File: src/design/stereo_biquad_filter_top_assert.svh
// Assertion macros used by the stereo biquad filter top level.
`ifndef STEREO_BIQUAD_FILTER_TOP_ASSERT_SVH
`define STEREO_BIQUAD_FILTER_TOP_ASSERT_SVH
// The expression must hold at the same clock edge as the trigger.
`define SBQ_ASSERT_SAME(label, clk, rst_n, trig, expr, msg) \
	label: assert property (@(posedge clk) disable iff (!rst_n) (trig) |-> (expr)) \
		else $error(msg);
// The expression must hold at the clock edge after the trigger.
`define SBQ_ASSERT_NEXT(label, clk, rst_n, trig, expr, msg) \
	label: assert property (@(posedge clk) disable iff (!rst_n) (trig) |=> (expr)) \
		else $error(msg);
`endif

File: src/design/sbq_pkg.sv
`timescale 1ns / 1ps
// Shared types, constants and helpers of the stereo biquad filter.
package sbq_pkg;

	localparam int DEF_SAMPLE_BITS    = 24;
	localparam int DEF_COEF_FRAC_BITS = 20;

	// Width of one multiplier digit consumed per cycle.
	localparam int DIGIT_BITS = 4;
	// Width of the intermediate value between the two rounding steps.
	localparam int MID_BITS   = 40;

	localparam int CFG_TYPE_W  = 3;
	localparam int CFG_COS_W   = 22;
	localparam int CFG_ALPHA_W = 20;
	localparam int CFG_GAIN_W  = 21;

	localparam int APB_ADDR_W = 4;
	localparam int APB_DATA_W = 32;

	localparam logic [CFG_TYPE_W-1:0]         RST_FILTER_TYPE = '0;
	localparam logic signed [CFG_COS_W-1:0]   RST_COS_W0      = 22'sd1039594;
	localparam logic [CFG_ALPHA_W-1:0]        RST_ALPHA       = 20'd68432;
	localparam logic [CFG_GAIN_W-1:0]         RST_NORM_GAIN   = 21'd984330;

	localparam logic CH_LEFT  = 1'b0;
	localparam logic CH_RIGHT = 1'b1;

	typedef enum logic [1:0] {
		REG_FILTER_TYPE = 2'd0,
		REG_COS_W0      = 2'd1,
		REG_ALPHA       = 2'd2,
		REG_NORM_GAIN   = 2'd3
	} reg_idx_t;

	typedef enum logic [CFG_TYPE_W-1:0] {
		FT_LOWPASS  = 3'd0,
		FT_HIGHPASS = 3'd1,
		FT_BANDPASS = 3'd2,
		FT_BANDSTOP = 3'd3,
		FT_ALLPASS  = 3'd4
	} filt_t;

	// Product terms of one channel, in the order they are accumulated.
	typedef enum logic [2:0] {
		TERM_CUR  = 3'd0,
		TERM_IN1  = 3'd1,
		TERM_IN2  = 3'd2,
		TERM_OUT1 = 3'd3,
		TERM_OUT2 = 3'd4,
		TERM_DONE = 3'd5
	} term_t;

	typedef enum logic [2:0] {
		ST_IDLE  = 3'd0,
		ST_LOAD  = 3'd1,
		ST_STEP  = 3'd2,
		ST_RND   = 3'd3,
		ST_MID   = 3'd4,
		ST_GSTEP = 3'd5,
		ST_FIN   = 3'd6
	} state_t;

	typedef enum logic [2:0] {
		MOP_HOLD = 3'd0,
		MOP_LOAD = 3'd1,
		MOP_STEP = 3'd2,
		MOP_RND  = 3'd3,
		MOP_MID  = 3'd4
	} mac_op_t;

	typedef struct packed {
		mac_op_t op;
		logic    first;
	} mac_cmd_t;

	typedef struct packed {
		logic last;
	} mac_stat_t;

	// Coefficients are held at twice their value; this width covers all five shapes.
	function automatic int coef_width(input int frac_bits);
		int base;
		base = (CFG_COS_W > frac_bits + 2) ? CFG_COS_W : frac_bits + 2;
		return base + 4;
	endfunction

endpackage

File: src/design/stereo_biquad_filter_top.sv
`timescale 1ns / 1ps
// Stereo direct form 1 biquad filter: top level with sequencer, history and APB registers.
// Each sample beat runs through the left channel, then the right, and result_valid rises once
// both are done; ND = ceil(max(SAMPLE_BITS, 22) / 4) is the digit count of the serial
// multiplier (ND = 6 by default). A new beat is taken only once the last one has finished.
// The single 4-bit digit multiply-accumulate unit is shared by all ten products and both gain
// multiplies. Reset clears history, registers and the result valid flag.
`include "stereo_biquad_filter_top_assert.svh"

module stereo_biquad_filter_top import sbq_pkg::*; #(
	parameter int SAMPLE_BITS    = DEF_SAMPLE_BITS,
	parameter int COEF_FRAC_BITS = DEF_COEF_FRAC_BITS
) (
	input  logic                          clk,
	input  logic                          arst_n,
	// Input channel.
	input  logic                          sample_valid,
	output logic                          sample_stall,
	input  logic signed [SAMPLE_BITS-1:0] left_in,
	input  logic signed [SAMPLE_BITS-1:0] right_in,
	// Output channel.
	output logic                          result_valid,
	input  logic                          result_stall,
	output logic signed [SAMPLE_BITS-1:0] left_out,
	output logic signed [SAMPLE_BITS-1:0] right_out,
	// Configuration port.
	input  logic                          psel,
	input  logic                          penable,
	input  logic                          pwrite,
	input  logic [APB_ADDR_W-1:0]         paddr,
	input  logic [APB_DATA_W-1:0]         pwdata,
	output logic [APB_DATA_W-1:0]         prdata,
	output logic                          pready
);

	localparam int KW = coef_width(COEF_FRAC_BITS);
	localparam logic signed [KW-1:0] ONE = signed'(KW'(1) << COEF_FRAC_BITS);

	// Configuration registers.
	logic [CFG_TYPE_W-1:0]       type_q;
	logic signed [CFG_COS_W-1:0] cos_q;
	logic [CFG_ALPHA_W-1:0]      alpha_q;
	logic [CFG_GAIN_W-1:0]       gain_q;

	// Sequencer.
	state_t    state_q, state_d;
	term_t     term_q;
	logic      ch_q;
	mac_cmd_t  cmd;
	mac_stat_t stat;
	logic      take, adv, fin_l, fin_r;

	// Sample beat, per-channel history and results.
	logic signed [SAMPLE_BITS-1:0] x_q    [2];
	logic signed [SAMPLE_BITS-1:0] in1_q  [2];
	logic signed [SAMPLE_BITS-1:0] in2_q  [2];
	logic signed [SAMPLE_BITS-1:0] out1_q [2];
	logic signed [SAMPLE_BITS-1:0] out2_q [2];
	logic signed [SAMPLE_BITS-1:0] yl_q;
	logic signed [SAMPLE_BITS-1:0] res_l_q, res_r_q;
	logic                          out_valid_q;

	logic signed [KW-1:0]          c_ext, a_ext, k0, k1, k2, coef;
	logic signed [SAMPLE_BITS-1:0] operand;
	logic signed [SAMPLE_BITS-1:0] y_mac;

	logic reg_wr;
	reg_idx_t reg_idx;

	// ---------------------------------------------------------------------------------------
	// APB register file. Writes complete in the access phase; pready is tied high.
	// ---------------------------------------------------------------------------------------
	assign pready  = 1'b1;
	assign reg_wr  = psel && penable && pwrite;
	assign reg_idx = reg_idx_t'(paddr[APB_ADDR_W-1:2]);

	always_ff @(posedge clk or negedge arst_n) begin
		if (!arst_n) begin
			type_q  <= RST_FILTER_TYPE;
			cos_q   <= RST_COS_W0;
			alpha_q <= RST_ALPHA;
			gain_q  <= RST_NORM_GAIN;
		end else if (reg_wr) begin
			unique case (reg_idx)
				REG_FILTER_TYPE: type_q  <= pwdata[CFG_TYPE_W-1:0];
				REG_COS_W0:      cos_q   <= signed'(pwdata[CFG_COS_W-1:0]);
				REG_ALPHA:       alpha_q <= pwdata[CFG_ALPHA_W-1:0];
				REG_NORM_GAIN:   gain_q  <= pwdata[CFG_GAIN_W-1:0];
			endcase
		end
	end

	always_comb begin
		unique case (reg_idx)
			REG_FILTER_TYPE: prdata = {{(APB_DATA_W-CFG_TYPE_W){1'b0}}, type_q};
			REG_COS_W0:      prdata = {{(APB_DATA_W-CFG_COS_W){1'b0}}, cos_q};
			REG_ALPHA:       prdata = {{(APB_DATA_W-CFG_ALPHA_W){1'b0}}, alpha_q};
			REG_NORM_GAIN:   prdata = {{(APB_DATA_W-CFG_GAIN_W){1'b0}}, gain_q};
		endcase
	end

	// ---------------------------------------------------------------------------------------
	// Coefficients, held at twice their cookbook value. The feedback terms are stored
	// already negated so that every term is simply added: 4*cos_w0 and -2*(1 - alpha).
	// Unused type codes fall back to the lowpass shape.
	// ---------------------------------------------------------------------------------------
	assign c_ext = KW'(cos_q);
	assign a_ext = signed'(KW'(alpha_q));

	always_comb begin
		unique case (type_q)
			FT_HIGHPASS: begin
				k0 = ONE + c_ext;
				k1 = -((ONE + c_ext) <<< 1);
				k2 = ONE + c_ext;
			end
			FT_BANDPASS: begin
				k0 = a_ext <<< 1;
				k1 = '0;
				k2 = -(a_ext <<< 1);
			end
			FT_BANDSTOP: begin
				k0 = ONE <<< 1;
				k1 = -(c_ext <<< 2);
				k2 = ONE <<< 1;
			end
			FT_ALLPASS: begin
				k0 = (ONE - a_ext) <<< 1;
				k1 = -(c_ext <<< 2);
				k2 = (ONE + a_ext) <<< 1;
			end
			default: begin
				k0 = ONE - c_ext;
				k1 = (ONE - c_ext) <<< 1;
				k2 = ONE - c_ext;
			end
		endcase
	end

	// The term counter picks one coefficient and one sample of the current channel.
	always_comb begin
		unique case (term_q)
			TERM_CUR: begin
				coef    = k0;
				operand = x_q[ch_q];
			end
			TERM_IN1: begin
				coef    = k1;
				operand = in1_q[ch_q];
			end
			TERM_IN2: begin
				coef    = k2;
				operand = in2_q[ch_q];
			end
			TERM_OUT1: begin
				coef    = c_ext <<< 2;
				operand = out1_q[ch_q];
			end
			TERM_OUT2: begin
				coef    = -((ONE - a_ext) <<< 1);
				operand = out2_q[ch_q];
			end
			default: begin
				coef    = '0;
				operand = '0;
			end
		endcase
	end

	// ---------------------------------------------------------------------------------------
	// Sequencer. Per channel: five terms of LOAD plus ND digit steps, a final LOAD that
	// saturates the sum, the first rounding, the load of the gain multiply, ND gain steps
	// and a finish state that writes history. The left channel runs first, then the right.
	// The input side is stalled whenever a beat is in flight; the result register lets a
	// new beat in while the previous result still waits downstream.
	// ---------------------------------------------------------------------------------------
	always_ff @(posedge clk or negedge arst_n) begin
		if (!arst_n) begin
			state_q <= ST_IDLE;
		end else begin
			state_q <= state_d;
		end
	end

	always_comb begin
		state_d      = state_q;
		cmd          = '{op: MOP_HOLD, first: 1'b0};
		sample_stall = 1'b1;
		take         = 1'b0;
		adv          = 1'b0;
		fin_l        = 1'b0;
		fin_r        = 1'b0;
		unique case (state_q)
			ST_IDLE: begin
				sample_stall = 1'b0;
				if (sample_valid) begin
					take    = 1'b1;
					state_d = ST_LOAD;
				end
			end
			ST_LOAD: begin
				cmd.op    = MOP_LOAD;
				cmd.first = (term_q == TERM_CUR);
				state_d   = (term_q == TERM_DONE) ? ST_RND : ST_STEP;
			end
			ST_STEP: begin
				cmd.op = MOP_STEP;
				if (stat.last) begin
					adv     = 1'b1;
					state_d = ST_LOAD;
				end
			end
			ST_RND: begin
				cmd.op  = MOP_RND;
				state_d = ST_MID;
			end
			ST_MID: begin
				cmd.op  = MOP_MID;
				state_d = ST_GSTEP;
			end
			ST_GSTEP: begin
				cmd.op = MOP_STEP;
				if (stat.last) begin
					state_d = ST_FIN;
				end
			end
			ST_FIN: begin
				if (ch_q == CH_LEFT) begin
					fin_l   = 1'b1;
					state_d = ST_LOAD;
				end else if (!(out_valid_q && result_stall)) begin
					fin_r   = 1'b1;
					state_d = ST_IDLE;
				end
			end
			default: begin
				state_d = ST_IDLE;
			end
		endcase
	end

	always_ff @(posedge clk or negedge arst_n) begin
		if (!arst_n) begin
			term_q <= TERM_CUR;
			ch_q   <= CH_LEFT;
		end else begin
			if (take || fin_l) begin
				term_q <= TERM_CUR;
			end else if (adv) begin
				term_q <= term_t'(term_q + 3'd1);
			end
			if (take) begin
				ch_q <= CH_LEFT;
			end else if (fin_l) begin
				ch_q <= CH_RIGHT;
			end
		end
	end

	sbq_mac #(
		.SAMPLE_BITS    (SAMPLE_BITS),
		.COEF_FRAC_BITS (COEF_FRAC_BITS),
		.COEF_W         (KW)
	) u_mac (
		.clk     (clk),
		.arst_n  (arst_n),
		.cmd     (cmd),
		.coef    (coef),
		.operand (operand),
		.gain    (gain_q),
		.stat    (stat),
		.y       (y_mac)
	);

	// ---------------------------------------------------------------------------------------
	// Sample capture, filter history and result register.
	// ---------------------------------------------------------------------------------------
	always_ff @(posedge clk) begin
		if (take) begin
			x_q[CH_LEFT]  <= left_in;
			x_q[CH_RIGHT] <= right_in;
		end
		if (fin_l) begin
			yl_q <= y_mac;
		end
		if (fin_r) begin
			res_l_q <= yl_q;
			res_r_q <= y_mac;
		end
	end

	always_ff @(posedge clk or negedge arst_n) begin
		if (!arst_n) begin
			for (int i = 0; i < 2; i++) begin
				in1_q[i]  <= '0;
				in2_q[i]  <= '0;
				out1_q[i] <= '0;
				out2_q[i] <= '0;
			end
		end else if (fin_l || fin_r) begin
			in1_q[ch_q]  <= x_q[ch_q];
			in2_q[ch_q]  <= in1_q[ch_q];
			out1_q[ch_q] <= y_mac;
			out2_q[ch_q] <= out1_q[ch_q];
		end
	end

	always_ff @(posedge clk or negedge arst_n) begin
		if (!arst_n) begin
			out_valid_q <= 1'b0;
		end else if (fin_r) begin
			out_valid_q <= 1'b1;
		end else if (!result_stall) begin
			out_valid_q <= 1'b0;
		end
	end

	assign result_valid = out_valid_q;
	assign left_out     = res_l_q;
	assign right_out    = res_r_q;

	// ---------------------------------------------------------------------------------------
	// Assertions.
	// ---------------------------------------------------------------------------------------
	`SBQ_ASSERT_SAME(a_result_after_right, clk, arst_n, $rose(out_valid_q),
		$past(state_q) == ST_FIN && $past(ch_q) == CH_RIGHT,
		"result beat raised without finishing the right channel")
	`SBQ_ASSERT_SAME(a_step_term_range, clk, arst_n, state_q == ST_STEP,
		term_q != TERM_DONE, "digit steps running past the last product term")
	`SBQ_ASSERT_SAME(a_round_after_sum, clk, arst_n, state_q == ST_RND,
		$past(state_q) == ST_LOAD && $past(term_q) == TERM_DONE,
		"rounding entered before all five terms were summed")
	`SBQ_ASSERT_SAME(a_channel_switch, clk, arst_n, !$stable(ch_q),
		$past(state_q) == ST_FIN || $past(state_q) == ST_IDLE,
		"channel changed in the middle of a filter pass")
	`SBQ_ASSERT_NEXT(a_left_to_right, clk, arst_n, state_q == ST_FIN && ch_q == CH_LEFT,
		state_q == ST_LOAD && term_q == TERM_CUR && ch_q == CH_RIGHT,
		"right channel pass did not start after the left one")

endmodule

File: src/design/sbq_mac.sv
`timescale 1ns / 1ps
// Digit-serial multiply-accumulate unit with the rounding and clamping steps.
module sbq_mac import sbq_pkg::*; #(
	parameter int SAMPLE_BITS    = DEF_SAMPLE_BITS,
	parameter int COEF_FRAC_BITS = DEF_COEF_FRAC_BITS,
	parameter int COEF_W         = coef_width(COEF_FRAC_BITS)
) (
	input  logic                          clk,
	input  logic                          arst_n,
	input  mac_cmd_t                      cmd,
	input  logic signed [COEF_W-1:0]      coef,
	input  logic signed [SAMPLE_BITS-1:0] operand,
	input  logic [CFG_GAIN_W-1:0]         gain,
	output mac_stat_t                     stat,
	output logic signed [SAMPLE_BITS-1:0] y
);

	localparam int OPND_W = (SAMPLE_BITS > CFG_GAIN_W + 1) ? SAMPLE_BITS : CFG_GAIN_W + 1;
	localparam int NDIG   = (OPND_W + DIGIT_BITS - 1) / DIGIT_BITS;
	localparam int RW     = NDIG * DIGIT_BITS;
	localparam int MW     = (COEF_W > MID_BITS) ? COEF_W : MID_BITS;
	// Always above 64 bits, so the 64-bit saturation is representable.
	localparam int SW     = MW + RW + 4;
	localparam int CW     = $clog2(NDIG);

	localparam logic signed [SW-1:0] LIM_64  = signed'({{(SW-63){1'b0}}, {63{1'b1}}});
	localparam logic signed [SW-1:0] LIM_MID = signed'({{(SW-MID_BITS+1){1'b0}},
		{(MID_BITS-1){1'b1}}});
	localparam logic signed [SW-1:0] LIM_Y   = signed'({{(SW-SAMPLE_BITS+1){1'b0}},
		{(SAMPLE_BITS-1){1'b1}}});
	localparam logic signed [SW-1:0] HALF_1  = signed'(SW'(1) << COEF_FRAC_BITS);
	localparam logic signed [SW-1:0] HALF_2  = signed'(SW'(1) << (COEF_FRAC_BITS - 1));

	logic signed [SW-1:0]         m_q;
	logic signed [RW-1:0]         r_q;
	logic signed [SW-1:0]         acc_q;
	logic [CW-1:0]                cnt_q;
	logic                         last;
	logic signed [DIGIT_BITS:0]   dig;
	logic signed [SW+DIGIT_BITS:0] prod;
	logic signed [SW-1:0]         mid_v;
	logic signed [SW-1:0]         y_w;

	// Two-sided clamp to [-(hi+1), hi]; hi is always of the form 2^k-1.
	function automatic logic signed [SW-1:0] clamp(input logic signed [SW-1:0] v,
		input logic signed [SW-1:0] hi);
		if (v > hi) begin
			return hi;
		end else if (v < ~hi) begin
			return ~hi;
		end
		return v;
	endfunction

	assign last = (cnt_q == CW'(NDIG - 1));
	assign stat = '{last: last};

	// The top digit of the operand carries the sign; lower digits are unsigned.
	assign dig  = last ? {r_q[DIGIT_BITS-1], r_q[DIGIT_BITS-1:0]}
		: {1'b0, r_q[DIGIT_BITS-1:0]};
	assign prod = m_q * dig;

	assign mid_v = clamp(acc_q >>> (COEF_FRAC_BITS + 1), LIM_MID);
	assign y_w   = clamp((acc_q + HALF_2) >>> COEF_FRAC_BITS, LIM_Y);
	assign y     = y_w[SAMPLE_BITS-1:0];

	always_ff @(posedge clk or negedge arst_n) begin
		if (!arst_n) begin
			cnt_q <= '0;
		end else begin
			unique case (cmd.op)
				MOP_LOAD, MOP_MID: cnt_q <= '0;
				MOP_STEP:          cnt_q <= cnt_q + CW'(1);
				default:           cnt_q <= cnt_q;
			endcase
		end
	end

	always_ff @(posedge clk) begin
		unique case (cmd.op)
			MOP_LOAD: begin
				acc_q <= cmd.first ? '0 : clamp(acc_q, LIM_64);
				m_q   <= SW'(coef);
				r_q   <= RW'(operand);
			end
			MOP_STEP: begin
				acc_q <= acc_q + signed'(prod[SW-1:0]);
				m_q   <= m_q <<< DIGIT_BITS;
				r_q   <= r_q >>> DIGIT_BITS;
			end
			MOP_RND: begin
				acc_q <= clamp(acc_q + HALF_1, LIM_64);
			end
			MOP_MID: begin
				acc_q <= '0;
				m_q   <= mid_v;
				r_q   <= signed'(RW'(gain));
			end
			default: begin
				acc_q <= acc_q;
			end
		endcase
	end

endmodule
File: config.mk
export PLATFORM = sky130hd
export DESIGN_NAME = stereo_biquad_filter_top
export DESIGN_NICKNAME = d
export VERILOG_FILES = /design/src/design/sbq_pkg.sv /design/src/design/stereo_biquad_filter_top.sv /design/src/design/sbq_mac.sv
export VERILOG_INCLUDE_DIRS = /design/src /design/src/design
export SDC_FILE = /design/constraint.sdc
export NUM_CORES = 2
export LEC_CHECK = 0
export BUFFER_PORTS_ARGS = -buffer_cell sky130_fd_sc_hd__buf_4
export CORE_UTILIZATION = 50
export DETAILED_ROUTE_END_ITERATION = 8
export PLACE_DENSITY = 0.71
export SETUP_SLACK_MARGIN = 0.3
export SYNTH_ARGS = -nofsm -noshare
export SYNTH_HDL_FRONTEND = slang
export SYNTH_SLANG_ARGS = --single-unit
File: constraint.sdc
create_clock -name clk -period 7.8 [get_ports clk]
set_clock_uncertainty 0.05 [all_clocks]
set_input_delay 1.17 -clock clk [delete_from_list [all_inputs] [get_ports clk]]
set_output_delay 1.17 -clock clk [all_outputs]
set_load 0.02 [all_outputs]
### Yosys cells after proc, flatten, opt, wreduce, memory -nomap -nowiden

Memories as Yosys holds them, arrays and structs flattened.
Cells that the tools add are included.

* memories kept: 1
* bits in writable memories: 48
* output and inout bits: 83
* bits in registers: 501

Memories
* x_q: depth 2, bits a word 24, rd ports 1, clocked after memory_dff 0, wr ports 2, RTL line stereo_biquad_filter_top.sv:54 `logic signed [SAMPLE_BITS-1:0] x_q [2];`

* bitwise operators: 2
* muxes and demuxes: 79
* magnitude comparators: 10
* add/subtract/negate cells: 13
* equal/unequal tests: 29
* multipliers: 1
* reductions and logical operators: 25

Operator list (count)
* $mux 68: 10
* $mux 24: 16
* $pmux 68 s4: 1
* $pmux 26 s4: 2
* $pmux 68 s3: 1
* $bwmux 48: 4
* $gt 68x64->1 const B: 2
* $lt 68x64->1 const B: 2
* $pmux 26 s5: 1
* $pmux 32 s4: 1
* $pmux 24 s5: 1
* $pmux 26 s3: 1
* $pmux 24 s3: 1
* $add 68x21->68 const B: 1
* $add 68x22->68 const B: 1
* $add 68x68->68: 1
* $mul 68x5->68: 1
* $gt 48x24->1 const B: 1
* $lt 48x24->1 const B: 1
* $gt 47x40->1 const B: 1
* $lt 47x40->1 const B: 1
* $mux 1: 28
* $neg 21->26: 1
* $neg 23->26: 1
* other kinds (36): 78

### Depth between registers and ports, before layout

* word-level depth: 8
* depth in mapped cells: 24

### Modules after synthesis

From an unflattened synthesis, not the netlist that was laid out.

* cell total of the unflattened synthesis: 4335
* area, all modules: 42406.9 um^2

Modules (own cells, without submodules)
* sbq_mac: cells each 2611, seq. area each 4879.7 um^2, instances 1, area each 22914.5 um^2
* stereo_biquad_filter_top: cells each 1724, seq. area each 10294.9 um^2, instances 1, area each 19492.4 um^2

### Least setup slack after synthesis

No wires, ideal clock.

* kind: register to register
* from: register term_q[0]
* to: register u_mac.acc_q[0], enable pin
* stages on the path, launching flop included: 10
* period minus slack after synthesis: 6.374 ns
* library setup time: 0.378 ns
* slack: 1.426 ns
* arrival time: 5.946 ns
* path buffers: 3
* cell sequence: dfrtp_1 > inv_1 > ha_1 > clkbuf_1 > nor2b_1 > clkbuf_1 > clkbuf_1 > o21ai_0 > a21boi_0 > o21a_1

* word-level cells in the longest chain between the ends: 4

Ends and longest elaborated chain
* from (decl): RTL line stereo_biquad_filter_top.sv:47 `term_t term_q;`
* from (signal assigned): RTL line stereo_biquad_filter_top.sv:250 `term_q <= term_t'(term_q + 3'd1);`
* $logic_not 3->1: RTL line stereo_biquad_filter_top.sv:203 `cmd.first = (term_q == TERM_CUR);`
* $mux 1: RTL line stereo_biquad_filter_top.sv:193 `unique case (state_q)`
* $ne 3x1->1 (no line)
* $reduce_and 2->1 (no line)
* to (signal assigned): RTL line sbq_mac.sv:82 `acc_q <= cmd.first ? '0 : clamp(acc_q, LIM_64);`
* to (signal assigned): RTL line sbq_mac.sv:87 `acc_q <= acc_q + signed'(prod[SW-1:0]);`
* to (signal assigned): RTL line sbq_mac.sv:92 `acc_q <= clamp(acc_q + HALF_1, LIM_64);`
* to (decl): RTL line sbq_mac.sv:36 `logic signed [SW-1:0] acc_q;`

Every way passes these cells.
A chain may end at the register's enable or synchronous reset.

### Worst setup path after layout

* from: register u_mac.cnt_q[1]
* to: register u_mac.acc_q[65] (data pin)

* word-level cells in the longest chain between the ends: 5

Ends and longest elaborated chain
* from (decl): RTL line sbq_mac.sv:37 `logic [CW-1:0] cnt_q;`
* from (signal assigned): RTL line sbq_mac.sv:73 `MOP_STEP: cnt_q <= cnt_q + CW'(1);`
* from (signal assigned): RTL line sbq_mac.sv:74 `default: cnt_q <= cnt_q;`
* $eq 3x3->1: RTL line sbq_mac.sv:55 `assign last = (cnt_q == CW'(NDIG - 1));`
* $mux 5: RTL line sbq_mac.sv:59 `assign dig = last ? {r_q[DIGIT_BITS-1], r_q[DIGIT_BITS-1:0]}`
* $mul 68x5->68: RTL line sbq_mac.sv:61 `assign prod = m_q * dig;`
* $add 68x68->68: RTL line sbq_mac.sv:87
* $pmux 68 s4: RTL line sbq_mac.sv:80 `unique case (cmd.op)`

Every way passes these cells.

==> results.sh <==
export IMPL_status="complete, no violations"
export IMPL_grt_ovfl_total=0
export IMPL_synth_top_area_frac=0.200
export IMPL_slew_headroom=0.187
export IMPL_yosysUniqueCellTypes=88
export IMPL_worstPathRequired_ns=8.13
export IMPL_multi_input_area_mm2=0.0242
export IMPL_drive_gt1_frac=0.119
export IMPL_drc_errors=0
export IMPL_syn2layout_area_growth_pct=9.57
export IMPL_avgSynthCellArea_um2=9.33
export IMPL_cts_buffers=60
export IMPL_cts_hold_fix_buffers=0
export IMPL_ys_flop_type="edfxtp_1"
export IMPL_min_period_ns=7.02
export IMPL_cpPeakStageDelay_ns=0.54
export IMPL_fin_setup_tns_ns=0
export IMPL_cts_sinks=549
export IMPL_cts_htree_levels=2
export IMPL_setup_viol=0
export IMPL_antenna_found_initial=0
export IMPL_startpoint_type="flop"
export IMPL_avgViaCountPerCell=6.00
export IMPL_cp_arrival_ns=7.35
export IMPL_dp_hpwl_mm=85.0
export IMPL_instances_no_fill=5632
export IMPL_finalMaxSlewViolations=0
export IMPL_grt_pass1_vias=33201
export IMPL_yosysWarnings=0
export IMPL_synthCells=4508
export IMPL_netlist_area_mm2=0.0421
export IMPL_start_util=0.504
export IMPL_rows=106
export IMPL_worst_pin_slew_ns=1.22
export IMPL_first_pass_iters=6
export IMPL_cp_common_cell="fa_1"
export IMPL_hold_violations=0
export IMPL_yosys_area_top_type="edfxtp_1"
export IMPL_synth_seq_area_share=0.361
export IMPL_cts_clk_slew_worst_paths_ns=0.07
export IMPL_fillers=7303
export IMPL_clockRootBuffer="clkbuf_16"
export IMPL_synthTopCellsByCount="nand2_1 (657), inv_1 (445), o21ai_0 (326)"
export IMPL_synth_area_leaders="edfxtp_1 (20%), dfrtp_1 (14%), fa_1 (12%)"
export IMPL_nets=4999
export IMPL_wl_met2_mm=55.2
export IMPL_drtIter0Drc=3460
export IMPL_max_freq_ghz=0.142
export IMPL_synth_edf_count=280
export IMPL_die_w_um=292
export IMPL_cp_end_kind="flop"
export IMPL_gp_congestion=0.979
export IMPL_crit_chain="inv_1 -> ha_1 -> nand3_2 -> or2_2 -> fa_1 -> fa_1 -> fa_1 -> inv_1 -> fa_1 -> fa_1 -> a21o_1 -> a21oi_1 -> o21ai_0 -> a21oi_1 -> a21oi_1 -> o21ai_0 -> buf_4 -> a31oi_1 -> a21oi_1 -> o41ai_2 -> and3_1 -> or3_1"
export IMPL_dr_wl_met3_mm=8.35
export IMPL_cpMaxStageDelayCell="fa_1"
export IMPL_grt_max_degree=165
export IMPL_yosysMostFrequentCell="nand2_1"
export IMPL_core_area_mm2=0.0834
export IMPL_die_h_um=292
export IMPL_grt_pass1_wl_mm=188
export IMPL_grt_usage=0.278
export IMPL_cts_tree="done"
export IMPL_dp_cells=5517
export IMPL_wl_met1_mm=49.0
export IMPL_ff_latch_area_mm2=0.0152
export IMPL_rsz0062_at_grt="no"
export IMPL_clockBufferDepth=3
export IMPL_clk_latency_ns=0.68
export IMPL_port_buffers=150
export IMPL_cap_violations=0
export IMPL_num_vias=33792
export IMPL_routed_top_layer="met4"
export IMPL_design_portCount=174
export IMPL_die_area_mm2=0.0853
export IMPL_ys_seq_elements=549
export IMPL_postRouteAntennaNets=0
export IMPL_cts_setup_buffers=0
export IMPL_final_core_util=0.553
export IMPL_post_route_period_util=0.900
export IMPL_hold_path_class="reg -> reg"
export IMPL_cp_max_fo=8
export IMPL_cts_repair_resized=0
export IMPL_wl_mm=118
export IMPL_avgRoutedWirePerCell_um=20.9
export IMPL_async_flop_share=0.490
export IMPL_critPathKind="reg -> reg"
-- critical path: cells and delay by family (launching register included) --
kind | cells | cell delay (ns)
AOI/OAI and AO/OA | 9 | 2.04
adders and majority gates | 6 | 2.81
buffers and inverters | 3 | 0.30
DFF | 1 | 0.38
and+or+nand+nor | 4 | 1.15
-- per-layer routing --
| metal | GRT usage | vias up |
|---|---|---|
| li1 | - | 15311 |
| met1 | 0.377 | 16748 |
| met2 | 0.451 | 1452 |
| met3 | 0.0326 | 281 |
| met4 | 0.118 | 0 |
| met5 | 0 | - |
-- cell usage in the layout (no fill, tap or decap), types with 13 or more instances in the layout --
| cell type | netlist | routed |
|---|---|---|
| or3_1 | 20 | 20 |
| nor2b_1 | 22 | 22 |
| nor4_1 | 19 | 19 |
| nand2_1 | 657 | 655 |
| clkbuf_16 | 0 | 64 |
| o21ai_0 | 326 | 326 |
| ha_1 | 151 | 151 |
| o31ai_1 | 13 | 13 |
| a22o_1 | 20 | 20 |
| nand4_1 | 44 | 44 |
| a22oi_1 | 31 | 31 |
| clkinv_2 | 0 | 15 |
| or2_2 | 15 | 15 |
| a21o_1 | 44 | 43 |
| edfxtp_1 | 280 | 280 |
| mux2i_1 | 68 | 67 |
| mux4_2 | 24 | 24 |
| o211ai_1 | 50 | 50 |
| a211oi_1 | 16 | 16 |
| nor3_1 | 59 | 58 |
| o21a_1 | 13 | 13 |
| o221ai_1 | 27 | 27 |
| nand3_1 | 88 | 86 |
| xnor2_1 | 133 | 133 |
| dfrtp_1 | 241 | 240 |
| o22ai_1 | 46 | 46 |
| buf_4 | 11 | 211 |
| a21oi_1 | 179 | 178 |
| mux2_2 | 107 | 107 |
| dfstp_2 | 28 | 28 |
| a221oi_1 | 31 | 31 |
| and2_1 | 259 | 259 |
| xor2_1 | 75 | 75 |
| inv_1 | 445 | 443 |
| fa_1 | 258 | 258 |
| a31oi_1 | 22 | 20 |
| nor2_1 | 229 | 226 |
| and3_1 | 25 | 25 |
-- worst paths after layout --
check / depth (start not counted) / start / slack [ns] / endpoint
setup / recovery: 22 / u_mac.cnt_q[1] / 0.78 / u_mac.acc_q[65]
hold / removal: 0 / yl_q[1] / 0.36 / left_out[1]
setup reg to reg: 22 / u_mac.cnt_q[1] / 0.78 / u_mac.acc_q[65]
hold reg to reg: 0 / yl_q[1] / 0.36 / left_out[1]
max in group asynchronous: 2 / arst_n / 5.74 / out1_q[10]
min in group asynchronous: 1 / arst_n / 0.49 / cos_q[9]
-- cell type report --
class | count | area share
Clock buffer | 84 | 0.0381
Antenna cell | 1 | 0.0000543
Tap cell | 1080 | 0.0293
Multi-Input combinational cell | 3228 | 0.525
Inverter | 446 | 0.0364
Clock inverter | 30 | 0.00638
Sequential cell | 549 | 0.329
Timing Repair Buffer | 214 | 0.0355
-- registers in the layout, indices dropped and copies added, names as in the netlist --
signal	count
cos_q	22
u_mac.r_q	24
ch_q	1
alpha_q	20
yl_q	24
out1_q	48
out2_q	48
x_q	48
type_q	3
u_mac.cnt_q	3
state_q	3
right_out	24
in2_q	48
term_q	3
in1_q	48
gain_q	21
result_valid	1
u_mac.acc_q	68
left_out	24
u_mac.m_q	68
-- cells by family after synthesis --
logic type / synth area share
compound gates: 0.134
xor+xnor: 0.0433
fa+ha+maj: 0.168
buf+inv: 0.0680
flops: 0.361
mux: 0.0577
other cells: 0.000178
simple gates: 0.168
-- through the flow --
step	hold slack, ns	instance area (um^2)	setup slack [ns]
5_1_grt	0.377	46100	0.401
6_report	0.362	46100	0.781
2_1_floorplan	0.350	42100	1.43
3_5_place_dp	0.355	44000	0.665
4_1_cts	0.361	46100	0.613
3_3_place_gp	0.352	44000	0.788
Power is left out: the tool's default activity adds up to more than one toggle a clock period on the data nets, which glitch-free logic cannot reach.
